## config.mk

```make
export PLATFORM = sky130hd
export DESIGN_NAME = serial_to_i2c_command_bridge_flat
export DESIGN_NICKNAME = d
export VERILOG_FILES = /design/src/rtl/s2icb_pkg.sv /design/src/rtl/s2icb_if.sv /design/src/rtl/s2icb_step.sv /design/src/rtl/serial_to_i2c_command_bridge.sv /design/src/flat_wrapper.sv
export SDC_FILE = /design/constraint.sdc
export NUM_CORES = 1
export LEC_CHECK = 0
export ABC_AREA = 1
export CAP_MARGIN = 20
export CORE_AREA = 2 2 93 95
export DETAILED_ROUTE_END_ITERATION = 12
export DIE_AREA = 0 0 95 97
export DONT_BUFFER_PORTS = 1
export PLACE_DENSITY = 0.88
export SETUP_SLACK_MARGIN = 0.05
export SYNTH_ARGS = -nofsm -noshare
export SYNTH_HDL_FRONTEND = slang
export SYNTH_SLANG_ARGS = --single-unit
```

## constraint.sdc

```tcl
create_clock -name clk -period 3.5 [get_ports clk]
set_input_delay 0.175 -clock clk [delete_from_list [all_inputs] [get_ports clk]]
set_output_delay 0.175 -clock clk [all_outputs]
set_load 0.05 [all_outputs]
```

## src/rtl/s2icb_pkg.sv

```systemverilog
// ----------------------------------------------------------------------------
// s2icb_pkg
// Shared types and codes for the serial to I2C command bridge.
// ----------------------------------------------------------------------------
package s2icb_pkg;

  // event kinds on the input channel
  localparam logic [1:0] EV_SERIAL   = 2'd0;
  localparam logic [1:0] EV_BUS_DONE = 2'd1;
  localparam logic [1:0] EV_TICK     = 2'd2;
  localparam logic [1:0] EV_LINK_ERR = 2'd3;

  // parser phases
  localparam logic [1:0] PH_IDLE = 2'd0;
  localparam logic [1:0] PH_ADDR = 2'd1;
  localparam logic [1:0] PH_LEN  = 2'd2;
  localparam logic [1:0] PH_DATA = 2'd3;

  // kind of bus request awaiting completion
  localparam logic [1:0] PK_NONE = 2'd0;
  localparam logic [1:0] PK_ADDR = 2'd1;
  localparam logic [1:0] PK_DATA = 2'd2;
  localparam logic [1:0] PK_READ = 2'd3;

  // bus requests
  localparam logic [2:0] OP_NONE  = 3'd0;
  localparam logic [2:0] OP_START = 3'd1;
  localparam logic [2:0] OP_STOP  = 3'd2;
  localparam logic [2:0] OP_WRITE = 3'd3;
  localparam logic [2:0] OP_READ  = 3'd4;

  // command characters
  localparam logic [7:0] CH_START  = 8'h53;
  localparam logic [7:0] CH_STOP   = 8'h50;
  localparam logic [7:0] CH_ERRORS = 8'h45;

  // sticky error flag bits
  localparam int unsigned ERR_W = 7;
  localparam logic [ERR_W-1:0] EF_NACK_ADDR     = 7'h01;
  localparam logic [ERR_W-1:0] EF_NACK_DATA     = 7'h02;
  localparam logic [ERR_W-1:0] EF_BUS_TIMEOUT   = 7'h04;
  localparam logic [ERR_W-1:0] EF_CMD_INVALID   = 7'h08;
  localparam logic [ERR_W-1:0] EF_CMD_TIMEOUT   = 7'h10;
  localparam logic [ERR_W-1:0] EF_LINK_OVERFLOW = 7'h20;
  localparam logic [ERR_W-1:0] EF_LINK_FRAMING  = 7'h40;

  localparam logic [15:0] TIMEOUT_RESET = 16'd500;
  localparam logic [15:0] IDLE_MAX      = 16'hFFFF;

  typedef struct packed {
    logic [1:0]       cmd;
    logic [7:0]       data_byte;
    logic             bus_nack;
    logic             bus_timeout;
    logic [7:0]       bus_read_data;
    logic             link_overflow;
    logic             link_framing;
  } item_t;

  typedef struct packed {
    logic [2:0] bus_op;
    logic [7:0] bus_write_data;
    logic       read_last;
    logic       reply_valid;
    logic [7:0] reply_data;
  } result_t;

  typedef struct packed {
    logic [1:0]       phase;
    logic             xact_open;
    logic             read_dir;
    logic [7:0]       bytes_left;
    logic [ERR_W-1:0] err_flags;
    logic [15:0]      idle_ms;
    logic [1:0]       pending;
  } state_t;

  localparam state_t STATE_RESET = '{
    phase:      PH_IDLE,
    xact_open:  1'b0,
    read_dir:   1'b0,
    bytes_left: 8'd0,
    err_flags:  '0,
    idle_ms:    16'd0,
    pending:    PK_NONE
  };

endpackage

```

## src/rtl/s2icb_if.sv

```systemverilog
// ----------------------------------------------------------------------------
// s2icb channel interfaces
// Valid/ready channels for events, results and the timeout register write.
// ----------------------------------------------------------------------------

// event channel
interface s2icb_in_if;
  logic       valid;
  logic       ready;
  logic [1:0] cmd;
  logic [7:0] data_byte;
  logic       bus_nack;
  logic       bus_timeout;
  logic [7:0] bus_read_data;
  logic       link_overflow;
  logic       link_framing;

  modport source (output valid, cmd, data_byte, bus_nack, bus_timeout, bus_read_data,
                  link_overflow, link_framing, input ready);
  modport sink   (input valid, cmd, data_byte, bus_nack, bus_timeout, bus_read_data,
                  link_overflow, link_framing, output ready);
endinterface

// result channel
interface s2icb_out_if;
  logic       valid;
  logic       ready;
  logic [2:0] bus_op;
  logic [7:0] bus_write_data;
  logic       read_last;
  logic       reply_valid;
  logic [7:0] reply_data;

  modport source (output valid, bus_op, bus_write_data, read_last, reply_valid,
                  reply_data, input ready);
  modport sink   (input valid, bus_op, bus_write_data, read_last, reply_valid,
                  reply_data, output ready);
endinterface

// timeout register write channel
interface s2icb_cfg_if;
  logic        valid;
  logic        ready;
  logic [15:0] data;

  modport source (output valid, data, input ready);
  modport sink   (input valid, data, output ready);
endinterface

```

## src/rtl/s2icb_step.sv

```systemverilog
// ----------------------------------------------------------------------------
// s2icb_step
// Next-state and result logic for one event: parser, bus completion,
// watchdog tick and link error capture.
// ----------------------------------------------------------------------------
module s2icb_step (
  input  s2icb_pkg::state_t  st,
  input  s2icb_pkg::item_t   item,
  input  logic [15:0]        timeout_ms,
  output s2icb_pkg::state_t  st_nxt,
  output s2icb_pkg::result_t res
);

  logic [7:0]  bytes_dec;
  logic [15:0] idle_inc;
  logic        reading;

  // saturating counters (bytes_dec shared by two branches) and the read flag
  assign bytes_dec = (st.bytes_left != 8'd0) ? st.bytes_left - 8'd1 : 8'd0;
  assign idle_inc  = (st.idle_ms != s2icb_pkg::IDLE_MAX) ? st.idle_ms + 16'd1 : st.idle_ms;
  assign reading   = (st.phase == s2icb_pkg::PH_DATA) && st.read_dir;

  always_comb begin
    st_nxt = st;
    res    = '0;
    case (item.cmd)
      // serial command byte
      s2icb_pkg::EV_SERIAL: begin
        st_nxt.idle_ms = '0;
        case (st.phase)
          s2icb_pkg::PH_IDLE: begin
            if (item.data_byte == s2icb_pkg::CH_ERRORS) begin
              res.reply_valid  = 1'b1;
              res.reply_data   = {1'b0, st.err_flags};
              st_nxt.err_flags = '0;
            end else if (item.data_byte == s2icb_pkg::CH_START) begin
              res.bus_op       = s2icb_pkg::OP_START;
              st_nxt.xact_open = 1'b1;
              st_nxt.phase     = s2icb_pkg::PH_ADDR;
            end else if (item.data_byte == s2icb_pkg::CH_STOP && st.xact_open) begin
              res.bus_op       = s2icb_pkg::OP_STOP;
              st_nxt.xact_open = 1'b0;
            end else begin
              st_nxt.err_flags = st.err_flags | s2icb_pkg::EF_CMD_INVALID;
            end
          end
          s2icb_pkg::PH_ADDR: begin
            st_nxt.read_dir    = item.data_byte[0];
            res.bus_op         = s2icb_pkg::OP_WRITE;
            res.bus_write_data = item.data_byte;
            st_nxt.pending     = s2icb_pkg::PK_ADDR;
            st_nxt.phase       = s2icb_pkg::PH_LEN;
          end
          s2icb_pkg::PH_LEN: begin
            st_nxt.bytes_left = item.data_byte;
            if (item.data_byte == 8'd0) begin
              st_nxt.phase = s2icb_pkg::PH_IDLE;
            end else begin
              st_nxt.phase = s2icb_pkg::PH_DATA;
              if (st.read_dir) begin
                res.bus_op     = s2icb_pkg::OP_READ;
                res.read_last  = (item.data_byte == 8'd1);
                st_nxt.pending = s2icb_pkg::PK_READ;
              end
            end
          end
          default: begin
            if (st.read_dir) begin
              st_nxt.err_flags = st.err_flags | s2icb_pkg::EF_CMD_INVALID;
            end else begin
              res.bus_op         = s2icb_pkg::OP_WRITE;
              res.bus_write_data = item.data_byte;
              st_nxt.pending     = s2icb_pkg::PK_DATA;
              st_nxt.bytes_left  = bytes_dec;
              if (bytes_dec == 8'd0) begin
                st_nxt.phase = s2icb_pkg::PH_IDLE;
              end
            end
          end
        endcase
      end
      // completion of the last bus request
      s2icb_pkg::EV_BUS_DONE: begin
        st_nxt.pending = s2icb_pkg::PK_NONE;
        if (item.bus_timeout) begin
          st_nxt.err_flags = st.err_flags | s2icb_pkg::EF_BUS_TIMEOUT;
        end else if (item.bus_nack && st.pending == s2icb_pkg::PK_ADDR) begin
          st_nxt.err_flags = st.err_flags | s2icb_pkg::EF_NACK_ADDR;
        end else if (item.bus_nack && st.pending == s2icb_pkg::PK_DATA) begin
          st_nxt.err_flags = st.err_flags | s2icb_pkg::EF_NACK_DATA;
        end
        if (st.pending == s2icb_pkg::PK_READ) begin
          res.reply_valid   = 1'b1;
          res.reply_data    = item.bus_timeout ? 8'd0 : item.bus_read_data;
          st_nxt.bytes_left = bytes_dec;
          if (bytes_dec == 8'd0) begin
            if (st.phase == s2icb_pkg::PH_DATA) begin
              st_nxt.phase = s2icb_pkg::PH_IDLE;
            end
          end else if (reading) begin
            res.bus_op     = s2icb_pkg::OP_READ;
            res.read_last  = (bytes_dec == 8'd1);
            st_nxt.pending = s2icb_pkg::PK_READ;
          end
        end
      end
      // millisecond tick and watchdog
      s2icb_pkg::EV_TICK: begin
        st_nxt.idle_ms = idle_inc;
        if (!reading && st.xact_open && timeout_ms != 16'd0 && idle_inc > timeout_ms) begin
          res.bus_op       = s2icb_pkg::OP_STOP;
          st_nxt.xact_open = 1'b0;
          st_nxt.err_flags = st.err_flags | s2icb_pkg::EF_CMD_TIMEOUT;
          st_nxt.phase     = s2icb_pkg::PH_IDLE;
          st_nxt.pending   = s2icb_pkg::PK_NONE;
        end
      end
      // serial link error flags
      default: begin
        st_nxt.err_flags = st.err_flags
                         | (item.link_overflow ? s2icb_pkg::EF_LINK_OVERFLOW : '0)
                         | (item.link_framing  ? s2icb_pkg::EF_LINK_FRAMING  : '0);
      end
    endcase
  end

endmodule

```

## src/rtl/serial_to_i2c_command_bridge.sv

```systemverilog
// ----------------------------------------------------------------------------
// serial_to_i2c_command_bridge
// Parses serial commands into I2C bus requests and returns replies.
// ----------------------------------------------------------------------------
// Usage:
//   in_ch   event channel: serial byte, bus completion, ms tick or link errors
//   out_ch  one result per event: bus request, write byte, read_last flag,
//           and an optional reply byte for the serial link
//   cfg_ch  write of command_timeout_ms (always ready, write only while idle)
// Pipeline:
//   an accepted event is held in the input register, then its result is
//   loaded into the output register once that register is empty or its
//   result leaves. One event per cycle is sustained while out_ch.ready
//   stays high; the state update for an event is a single pass through
//   the step logic.
// Reset:
//   rst_n low clears both pipeline registers, the parser state and the
//   error flags, and sets the timeout to 500 ms.
// Stalls:
//   while out_ch.ready is low the result is held; the input register still
//   takes one more event, then in_ch.ready drops until the result leaves.
// ----------------------------------------------------------------------------
module serial_to_i2c_command_bridge (
  input  logic          clk,
  input  logic          rst_n,
  s2icb_in_if.sink      in_ch,
  s2icb_out_if.source   out_ch,
  s2icb_cfg_if.sink     cfg_ch
);

  logic                s1_valid_r;
  s2icb_pkg::item_t    s1_item_r;
  logic                s1_adv;
  logic                out_valid_r;
  s2icb_pkg::result_t  out_res_r;
  s2icb_pkg::result_t  res_nxt;
  s2icb_pkg::state_t   state_r;
  s2icb_pkg::state_t   state_nxt;
  logic [15:0]         timeout_r;

  // handshake control
  assign s1_adv      = s1_valid_r && (!out_valid_r || out_ch.ready);
  assign in_ch.ready = !s1_valid_r || s1_adv;
  assign cfg_ch.ready = 1'b1;

  // timeout register
  always_ff @(posedge clk) begin
    if (!rst_n) begin
      timeout_r <= s2icb_pkg::TIMEOUT_RESET;
    end else if (cfg_ch.valid) begin
      timeout_r <= cfg_ch.data;
    end
  end

  // input register
  always_ff @(posedge clk) begin
    if (!rst_n) begin
      s1_valid_r <= 1'b0;
    end else if (in_ch.ready) begin
      s1_valid_r <= in_ch.valid;
    end
  end

  always_ff @(posedge clk) begin
    if (in_ch.ready && in_ch.valid) begin
      s1_item_r <= '{
        cmd:           in_ch.cmd,
        data_byte:     in_ch.data_byte,
        bus_nack:      in_ch.bus_nack,
        bus_timeout:   in_ch.bus_timeout,
        bus_read_data: in_ch.bus_read_data,
        link_overflow: in_ch.link_overflow,
        link_framing:  in_ch.link_framing
      };
    end
  end

  // per-event step logic
  s2icb_step u_step (
    .st         (state_r),
    .item       (s1_item_r),
    .timeout_ms (timeout_r),
    .st_nxt     (state_nxt),
    .res        (res_nxt)
  );

  // bridge state
  always_ff @(posedge clk) begin
    if (!rst_n) begin
      state_r <= s2icb_pkg::STATE_RESET;
    end else if (s1_adv) begin
      state_r <= state_nxt;
    end
  end

  // output register
  always_ff @(posedge clk) begin
    if (!rst_n) begin
      out_valid_r <= 1'b0;
    end else if (s1_adv) begin
      out_valid_r <= 1'b1;
    end else if (out_ch.ready) begin
      out_valid_r <= 1'b0;
    end
  end

  always_ff @(posedge clk) begin
    if (s1_adv) begin
      out_res_r <= res_nxt;
    end
  end

  assign out_ch.valid          = out_valid_r;
  assign out_ch.bus_op         = out_res_r.bus_op;
  assign out_ch.bus_write_data = out_res_r.bus_write_data;
  assign out_ch.read_last      = out_res_r.read_last;
  assign out_ch.reply_valid    = out_res_r.reply_valid;
  assign out_ch.reply_data     = out_res_r.reply_data;

  // a read in progress always has a read outstanding and bytes to go
  a_read_pending: assert property (@(posedge clk) disable iff (!rst_n)
    (state_r.phase == s2icb_pkg::PH_DATA && state_r.read_dir) |->
      (state_r.pending == s2icb_pkg::PK_READ && state_r.bytes_left != 8'd0))
    else $error("read phase without outstanding read");

  // the parser only leaves idle inside an open transaction
  a_phase_open: assert property (@(posedge clk) disable iff (!rst_n)
    (state_r.phase != s2icb_pkg::PH_IDLE) |-> state_r.xact_open)
    else $error("parser busy with no open transaction");

  // an event leaving the input register always lands in the output register
  a_adv_result: assert property (@(posedge clk) disable iff (!rst_n)
    s1_adv |=> out_valid_r)
    else $error("result lost between stages");

  // timeout register follows the write channel
  a_cfg_write: assert property (@(posedge clk) disable iff (!rst_n)
    cfg_ch.valid |=> (timeout_r == $past(cfg_ch.data)))
    else $error("timeout register write dropped");

endmodule

```

## src/flat_wrapper.sv

```systemverilog
// flat-port wrapper written by rule: the top's interface ports become plain ports
module serial_to_i2c_command_bridge_flat 
  (clk, rst_n, in_ch_valid, in_ch_cmd, in_ch_data_byte, in_ch_bus_nack, in_ch_bus_timeout, in_ch_bus_read_data, in_ch_link_overflow, in_ch_link_framing, in_ch_ready, out_ch_valid, out_ch_bus_op, out_ch_bus_write_data, out_ch_read_last, out_ch_reply_valid, out_ch_reply_data, out_ch_ready, cfg_ch_valid, cfg_ch_data, cfg_ch_ready);
  s2icb_in_if in_ch_i ();
  s2icb_out_if out_ch_i ();
  s2icb_cfg_if cfg_ch_i ();
  input  logic clk;
  input  logic rst_n;
  input wire logic [$bits(in_ch_i.valid)-1:0] in_ch_valid;
  input wire logic [$bits(in_ch_i.cmd)-1:0] in_ch_cmd;
  input wire logic [$bits(in_ch_i.data_byte)-1:0] in_ch_data_byte;
  input wire logic [$bits(in_ch_i.bus_nack)-1:0] in_ch_bus_nack;
  input wire logic [$bits(in_ch_i.bus_timeout)-1:0] in_ch_bus_timeout;
  input wire logic [$bits(in_ch_i.bus_read_data)-1:0] in_ch_bus_read_data;
  input wire logic [$bits(in_ch_i.link_overflow)-1:0] in_ch_link_overflow;
  input wire logic [$bits(in_ch_i.link_framing)-1:0] in_ch_link_framing;
  output wire logic [$bits(in_ch_i.ready)-1:0] in_ch_ready;
  output wire logic [$bits(out_ch_i.valid)-1:0] out_ch_valid;
  output wire logic [$bits(out_ch_i.bus_op)-1:0] out_ch_bus_op;
  output wire logic [$bits(out_ch_i.bus_write_data)-1:0] out_ch_bus_write_data;
  output wire logic [$bits(out_ch_i.read_last)-1:0] out_ch_read_last;
  output wire logic [$bits(out_ch_i.reply_valid)-1:0] out_ch_reply_valid;
  output wire logic [$bits(out_ch_i.reply_data)-1:0] out_ch_reply_data;
  input wire logic [$bits(out_ch_i.ready)-1:0] out_ch_ready;
  input wire logic [$bits(cfg_ch_i.valid)-1:0] cfg_ch_valid;
  input wire logic [$bits(cfg_ch_i.data)-1:0] cfg_ch_data;
  output wire logic [$bits(cfg_ch_i.ready)-1:0] cfg_ch_ready;
  assign in_ch_i.valid = in_ch_valid;
  assign in_ch_i.cmd = in_ch_cmd;
  assign in_ch_i.data_byte = in_ch_data_byte;
  assign in_ch_i.bus_nack = in_ch_bus_nack;
  assign in_ch_i.bus_timeout = in_ch_bus_timeout;
  assign in_ch_i.bus_read_data = in_ch_bus_read_data;
  assign in_ch_i.link_overflow = in_ch_link_overflow;
  assign in_ch_i.link_framing = in_ch_link_framing;
  assign in_ch_ready = in_ch_i.ready;
  assign out_ch_valid = out_ch_i.valid;
  assign out_ch_bus_op = out_ch_i.bus_op;
  assign out_ch_bus_write_data = out_ch_i.bus_write_data;
  assign out_ch_read_last = out_ch_i.read_last;
  assign out_ch_reply_valid = out_ch_i.reply_valid;
  assign out_ch_reply_data = out_ch_i.reply_data;
  assign out_ch_i.ready = out_ch_ready;
  assign cfg_ch_i.valid = cfg_ch_valid;
  assign cfg_ch_i.data = cfg_ch_data;
  assign cfg_ch_ready = cfg_ch_i.ready;
  serial_to_i2c_command_bridge u_core (.clk(clk), .rst_n(rst_n), .in_ch(in_ch_i), .out_ch(out_ch_i), .cfg_ch(cfg_ch_i));
endmodule
```

==> results.yml, run 1 <==
run_status:
  outcome: "complete, no violations"
sta:
  tns_ps: 0
  finalCritPeriodShare: 0.880
  drv_slew: 0
  finalSetupViolCount: 0
  fmax_mhz: 325
  rsz0062_at_grt: "false"
  hold_violations: 0
  fin_crit_ps: 3080
  maxSlewHeadroom: 0.293
  skew_ps: 14.6
  max_slew.worst_pin.slew_ps: 1060
drt:
  vias_per_cell: 5.87
  vias: 4577
  wl_met2_um: 6460
  highest_layer: "met4"
  drt_iter0_markers: 329
  drt_wl_total_um: 13200
  routedWlPerCell_um: 16.9
  drt_pre_antenna_iters: 4
  wl_met1_um: 5380
  dr_wl_met3_um: 964
  ant_nets: 0
  drc_errors: 0
global_route:
  grt_overflow: 0
  grt_pass1_vias: 4481
  antenna_found_initial: 0
  grtUsageTotal: 0.295
  grt_max_degree: 33
  grt_pass1_wl_um: 21300
synthesis:
  yosysUniqueCellTypes: 44
  synth.cell_area_um2: 5170
  synth-seq-cells: 98
  ys_seq_area_frac: 0.463
  synth_area_per_cell_um2: 8.12
  synthesis.instances: 636
  ys_warn_count: 0
  syn_nets: 707
power:
  ir_drop_v: 0.000282
  power-per-cell-area_nw_per_um2: 391
  leakagePower_nw: 2.35
  power.total_w: 0.00227
critical_path:
  critPathCaptureType: "flop"
  critical_path.max_fanout: 7
  cp-start-kind: "flop"
  crit_arrival_ps: 3390
  critical_path_required_ps: 3810
  rr_worst_depth: 24
  path_class: "reg2reg"
clock_network:
  root_buffer: "clkbuf_8"
  cts.clk_slew.worst_paths_ps: 100
  cts_tree: "done"
  clk_latency_ps: 370
  cts_sinks: 98
  cts_setup_buffers: 0
  numCtsBuffers: 9
  clockBufferDepth: 2
  htree_levels: 3
place:
  placed_cells: 728
  place.gp.congestion: 0.930
  port_buffers: 0
  dp_hpwl_um: 9010
die:
  die_area_um2: 9220
  ios: 67
  core_area_um2: 8130
  die_h_um: 97
  initial_core_util: 0.635
  die_w_um: 95
  rows: 33
finish:
  final_cell_mix: "nand2_1, inv_1, a21oi_1"
  diodes: 0
  ff_latch_area_um2: 2390
  layout_commonest_cell: "nand2_1"
  nFillCells: 598
  final_cells: 780
  final_nets: 741
  area_growth_pct: 12.2
  layout-drive-gt1-share: 0.0785
  multi_input_area_um2: 2400
worst_hold_path:
  holdPathStages: 2
  hp-class: "in2reg"
job:
  maxCapViolations: 0
-- cells in the mapped netlist (all sizes together) --
cell type  instances  area share
nand2            132       0.098
inv               86       0.062
a21oi             73       0.072
nor2              66       0.055
dfxtp             55        0.21
o21ai             48       0.046
edfxtp            43        0.25
ha                28       0.068
nand3             28       0.031
nor3              15       0.017
nand4             13       0.021
clkbuf             8      0.0058
buf                5      0.0051
xor2               5      0.0099
nor3b              4      0.0058
xnor2              4      0.0068
nor4               3      0.0036
o21bai             3      0.0044
a211oi             2      0.0029
clkinv             2      0.0015
o2111ai            2      0.0034
o21a               2      0.0029
or2                2      0.0024
a21o               1      0.0015
a32o               1      0.0019
a41oi              1      0.0017
conb               1     0.00073
nor4b              1      0.0029
o31ai              1      0.0015
o32ai              1      0.0017
-- cells by family after synthesis --
kind of cell | count (synthesis) | share of synthesized area
other | 1 | 0.000726
DFF | 98 | 0.463
buffers and inverters | 101 | 0.0748
and+or+nand+nor | 264 | 0.237
xor gates and xnor gates | 9 | 0.0167
AOI/OAI and AO/OA | 135 | 0.140
adders and majority gates | 28 | 0.0678
-- sequential cells by signal, indices dropped and copies added (netlist names) --
register and flops:
u_core.s1_item_r 22, u_core.s1_valid_r 1, u_core.out_ch.valid 1, u_core.timeout_r 16
u_core.out_ch.reply_data 8, u_core.out_ch.bus_op 3, u_core.out_ch.bus_write_data 8, u_core.out_ch.reply_valid 1
u_core.out_ch.read_last 1, u_core.state_r 37
-- through the flow --
step	setup slack (ps)	utilization	hold WS [ps]	cell area, um2
2_1_floorplan	843	-	274	5170
3_3_place_gp	663	0.645	274	5240
3_5_place_dp	452	0.645	274	5240
4_1_cts	385	0.710	11.9	5780
5_1_grt	54.9	0.713	25.4	5800
6_report	421	0.713	10.3	5800
-- layout make-up --
type | instances | share of cell area
multi-input combinational | 437 | 0.413
sequential | 98 | 0.413
timing repair buffer | 36 | 0.0613
inverter | 88 | 0.0570
clock buffer | 10 | 0.0237
tap | 105 | 0.0227
clock inverter | 6 | 0.00949
-- worst max-delay path, stage by stage (launching register included) --
cell	delay, ps
dfxtp_1	410
ha_1	230
nand3_1	100
inv_2	100
nand2_2	80
inv_2	100
nand4_4	140
nand2_1	140
nor2_1	60
xor2_1	170
ha_1	290
nand2_1	60
nor2_1	160
nand2_1	70
nand2_1	60
nand2_1	40
nand2_1	70
nand2_1	80
nand2_1	70
nand2_1	110
inv_1	120
nand2_1	100
nand2_1	90
nand2_1	50
nor2_1	110
-- what timing repair did --
item,4_1_cts,5_1_grt
gates resized for setup,0,1
hold endpoints to repair,47,0
setup endpoints to repair,0,2
hold buffers,34,0
-- metal layers --
metal  up-vias  track usage
li1       2185            -
met1      2145        0.377
met2       212        0.490
met3        35       0.0522
met4         0        0.120
met5         -            0
-- report_power, final --
group          switching [W]  internal [W]
logic               0.000155     0.0000789
registers          0.0000615       0.00124
clock network       0.000439      0.000293
total               0.000655       0.00161
-- final timing paths --
kind	start	end	slack, ps
setup / recovery	u_core.state_r[2]$_SDFFE_PN0P_	u_core.state_r[1]$_SDFFE_PN0P_	420
hold reg to reg	u_core.state_r[21]$_SDFFE_PN0P_	u_core.state_r[21]$_SDFFE_PN0P_	470
hold / removal	cfg_ch_data[15]	u_core.timeout_r[15]$_SDFFE_PN0P_	10
setup reg to reg	u_core.state_r[2]$_SDFFE_PN0P_	u_core.state_r[1]$_SDFFE_PN0P_	420
Note: power is estimated with default switching activity, not from simulation.
==> inputs of run 2 (changes only) <==
--- a/config.mk
+++ b/config.mk
@@ -10,2 +10,3 @@
 export CORE_AREA = 2 2 93 95
+export CTS_CLUSTER_DIAMETER = 120
 export DETAILED_ROUTE_END_ITERATION = 12
==> constraint.sdc (replaced) <==
create_clock -name clk -period 3.5 [get_ports clk]
set_input_delay 0.875 -clock clk [delete_from_list [all_inputs] [get_ports clk]]
set_output_delay 0.875 -clock clk [all_outputs]
set_load 0.05 [all_outputs]
==> run 2 against run 1 <==
Fmax up 0.57%. Combinational power down 17%. First-iteration DRC count down 12%. Worst hold slack better by 460 ps. Wire length down 10%. Sequential power about the same. Setup slack better by 17 ps. Non-clock buffer count down 32. Critical path depth unchanged. Die area unchanged. Largest power group unchanged.
==> results.yml, run 2 (synthesis results as in run 1) <==
run_status:
  outcome: "complete, no violations"
sta:
  hold_violations: 0
  worst_slack_ps: 438
  maxSlewHeadroom: 0.292
  finalCritPeriodShare: 0.875
  tns_ps: 0
  skew_ps: 11.5
  rsz0062_at_grt: "false"
  finalSetupViolCount: 0
  fmax_mhz: 327
  max_slew.worst_pin.slew_ps: 1060
  fin_crit_ps: 3060
  drv_slew: 0
worst_hold_path:
  holdPathStages: 2
  min-delay-start: "u_core.state_r[23]$_SDFFE_PN0P_"
  whs_endpoint: "u_core.state_r[23]$_SDFFE_PN0P_"
  hp-class: "reg2reg"
finish:
  layout_commonest_cell: "nand2_1"
  post-route-util: 0.677
  final_cells: 748
  post-route-cell-area_um2: 5500
  area_growth_pct: 6.49
  final_nets: 709
  largest_reg_flops: 37
  reg_top3: "u_core.state_r x37, u_core.s1_item_r x22, u_core.timeout_r x16"
  layout-drive-gt1-share: 0.0855
  final_cell_mix: "nand2_1, inv_1, a21oi_1"
  top_register: "u_core.state_r"
  diodes: 0
global_route:
  grt_pass1_wl_um: 19300
  antenna_found_initial: 0
  grt_max_degree: 33
  grt_pass1_vias: 4093
  grt_overflow: 0
  grtUsageTotal: 0.267
die:
  die_area_um2: 9220
  core_area_um2: 8130
  rows: 33
  die_w_um: 95
  initial_core_util: 0.635
  ios: 67
  die_h_um: 97
critical_path:
  critical_path_required_ps: 3770
  path_class: "reg2reg"
  rr_worst_depth: 24
  critical_path.max_fanout: 7
  worst_r2r_endpoint: "u_core.state_r[0]$_SDFFE_PN0P_"
  regToRegSetupSlack_ps: 440
  critPathMostFrequentCell: "nand2_1"
  timing.rr.start: "u_core.state_r[2]$_SDFFE_PN0P_"
  crit_chain: "ha_1 > nand3_1 > inv_2 > nand2_2 > inv_2 > nand4_4 > inv_2 > nor3_1 > a21oi_2 > ha_1 > a21oi_1 > nand2_1 > nand2_1 > nand2_1 > nand2_1 > nand2_1 > nand2_1 > nand2_1 > nand2_1 > inv_1 > nand2_1 > nand2_1 > nand2_1 > nor2_1"
  critPathCaptureType: "flop"
  cp-start-kind: "flop"
  crit_arrival_ps: 3340
  cp_slowest_cell: "dfxtp_1"
  slowest_delay_ps: 410
clock_network:
  clockBufferDepth: 2
  cts_hold_buf: 0
  cts_sinks: 98
  htree_levels: 3
  numCtsBuffers: 9
  cts_tree: "done"
  root_buffer: "clkbuf_8"
  clk_latency_ps: 370
  cts.clk_slew.worst_paths_ps: 100
place:
  placed_cells: 731
  port_buffers: 0
  pre_cts_slack_ps: 465
  dp_hpwl_um: 8800
  dpl_cell_area_um2: 5270
  place.gp.congestion: 0.949
drt:
  vias: 4387
  vias_per_cell: 5.86
  drt_pre_antenna_iters: 5
  drt_iter0_markers: 288
  routedWlPerCell_um: 15.8
  drc_errors: 0
  drt_wl_total_um: 11800
  ant_nets: 0
job:
  maxCapViolations: 0
power:
  power-per-cell-area_nw_per_um2: 415
  ir_drop_v: 0.000283
  leakagePower_nw: 2.24
run 2: cell count changes in the layout (fill, tap and decap cells not counted), moves of 2 or more:
cell,delta
clkinv_8,+2
buf_4,+2
dlygate4sd3_1,-34
clkinvlp_4,-2
inv_8,-2
run 2: layer usage:
layer  track usage  vias up  wire length (um)
met1         0.359     2064              5120
li1              -     2119                 -
met2         0.436      179              5720
met5             0        -                 0
met3        0.0506       25               770
met4        0.0792        0               231
run 2: worst max-delay path by stage:
stage                                   start                              to  slack, ps  depth (start not counted)
4_1_cts        u_core.state_r[2]$_SDFFE_PN0P_  u_core.state_r[0]$_SDFFE_PN0P_        430                         24
6_report       u_core.state_r[2]$_SDFFE_PN0P_  u_core.state_r[0]$_SDFFE_PN0P_        440                         24
3_5_place_dp   u_core.state_r[2]$_SDFFE_PN0P_  u_core.state_r[0]$_SDFFE_PN0P_        470                         23
2_1_floorplan  u_core.state_r[2]$_SDFFE_PN0P_  u_core.state_r[0]$_SDFFE_PN0P_        840                         23
5_1_grt        u_core.state_r[2]$_SDFFE_PN0P_  u_core.state_r[0]$_SDFFE_PN0P_         90                         22
3_3_place_gp   u_core.state_r[2]$_SDFFE_PN0P_  u_core.state_r[0]$_SDFFE_PN0P_        660                         23
run 2: final cells by class:
type,instances,area (um2)
Multi-Input combinational cell,437,2400
Timing Repair Buffer,4,30.0
Tap cell,105,131
Sequential cell,98,2390
Inverter,88,330
Clock inverter,7,97.6
Clock buffer,9,124
Fill cell,621,2630
run 2: per-stage QoR:
| stage | power, W | hold WS [ps] |
|---|---|---|
| 4_1_cts | 0.00229 | 473 |
| 5_1_grt | 0.00237 | 484 |
| 2_1_floorplan | 0.00147 | 426 |
| 3_5_place_dp | 0.00152 | 455 |
| 3_3_place_gp | 0.00151 | 454 |
| 6_report | 0.00228 | 471 |
run 2: report_power, final:
| group | leakage [nW] | total, W | internal (W) | switching, W |
|---|---|---|---|---|
| registers | 0.862 | 0.00130 | 0.00124 | 0.0000598 |
| clock network | 0.110 | 0.000788 | 0.000351 | 0.000436 |
| logic | 1.27 | 0.000194 | 0.0000548 | 0.000140 |
run 2: what timing repair did:
| item | CTS | global route |
|---|---|---|
| buffers inserted | 0 | 0 |
| gates resized for setup | 0 | 1 |
| setup endpoints to repair | 0 | 2 |
run 2: worst max-delay path: cells and delay by family (launching register included):
kind	cells	cell delay (ps)
buffers and inverters	4	390
AO/OA/AOI/OAI	2	390
adder cells (fa/ha/maj)	2	530
flip-flops	1	410
AND/OR/NAND/NOR	16	1260
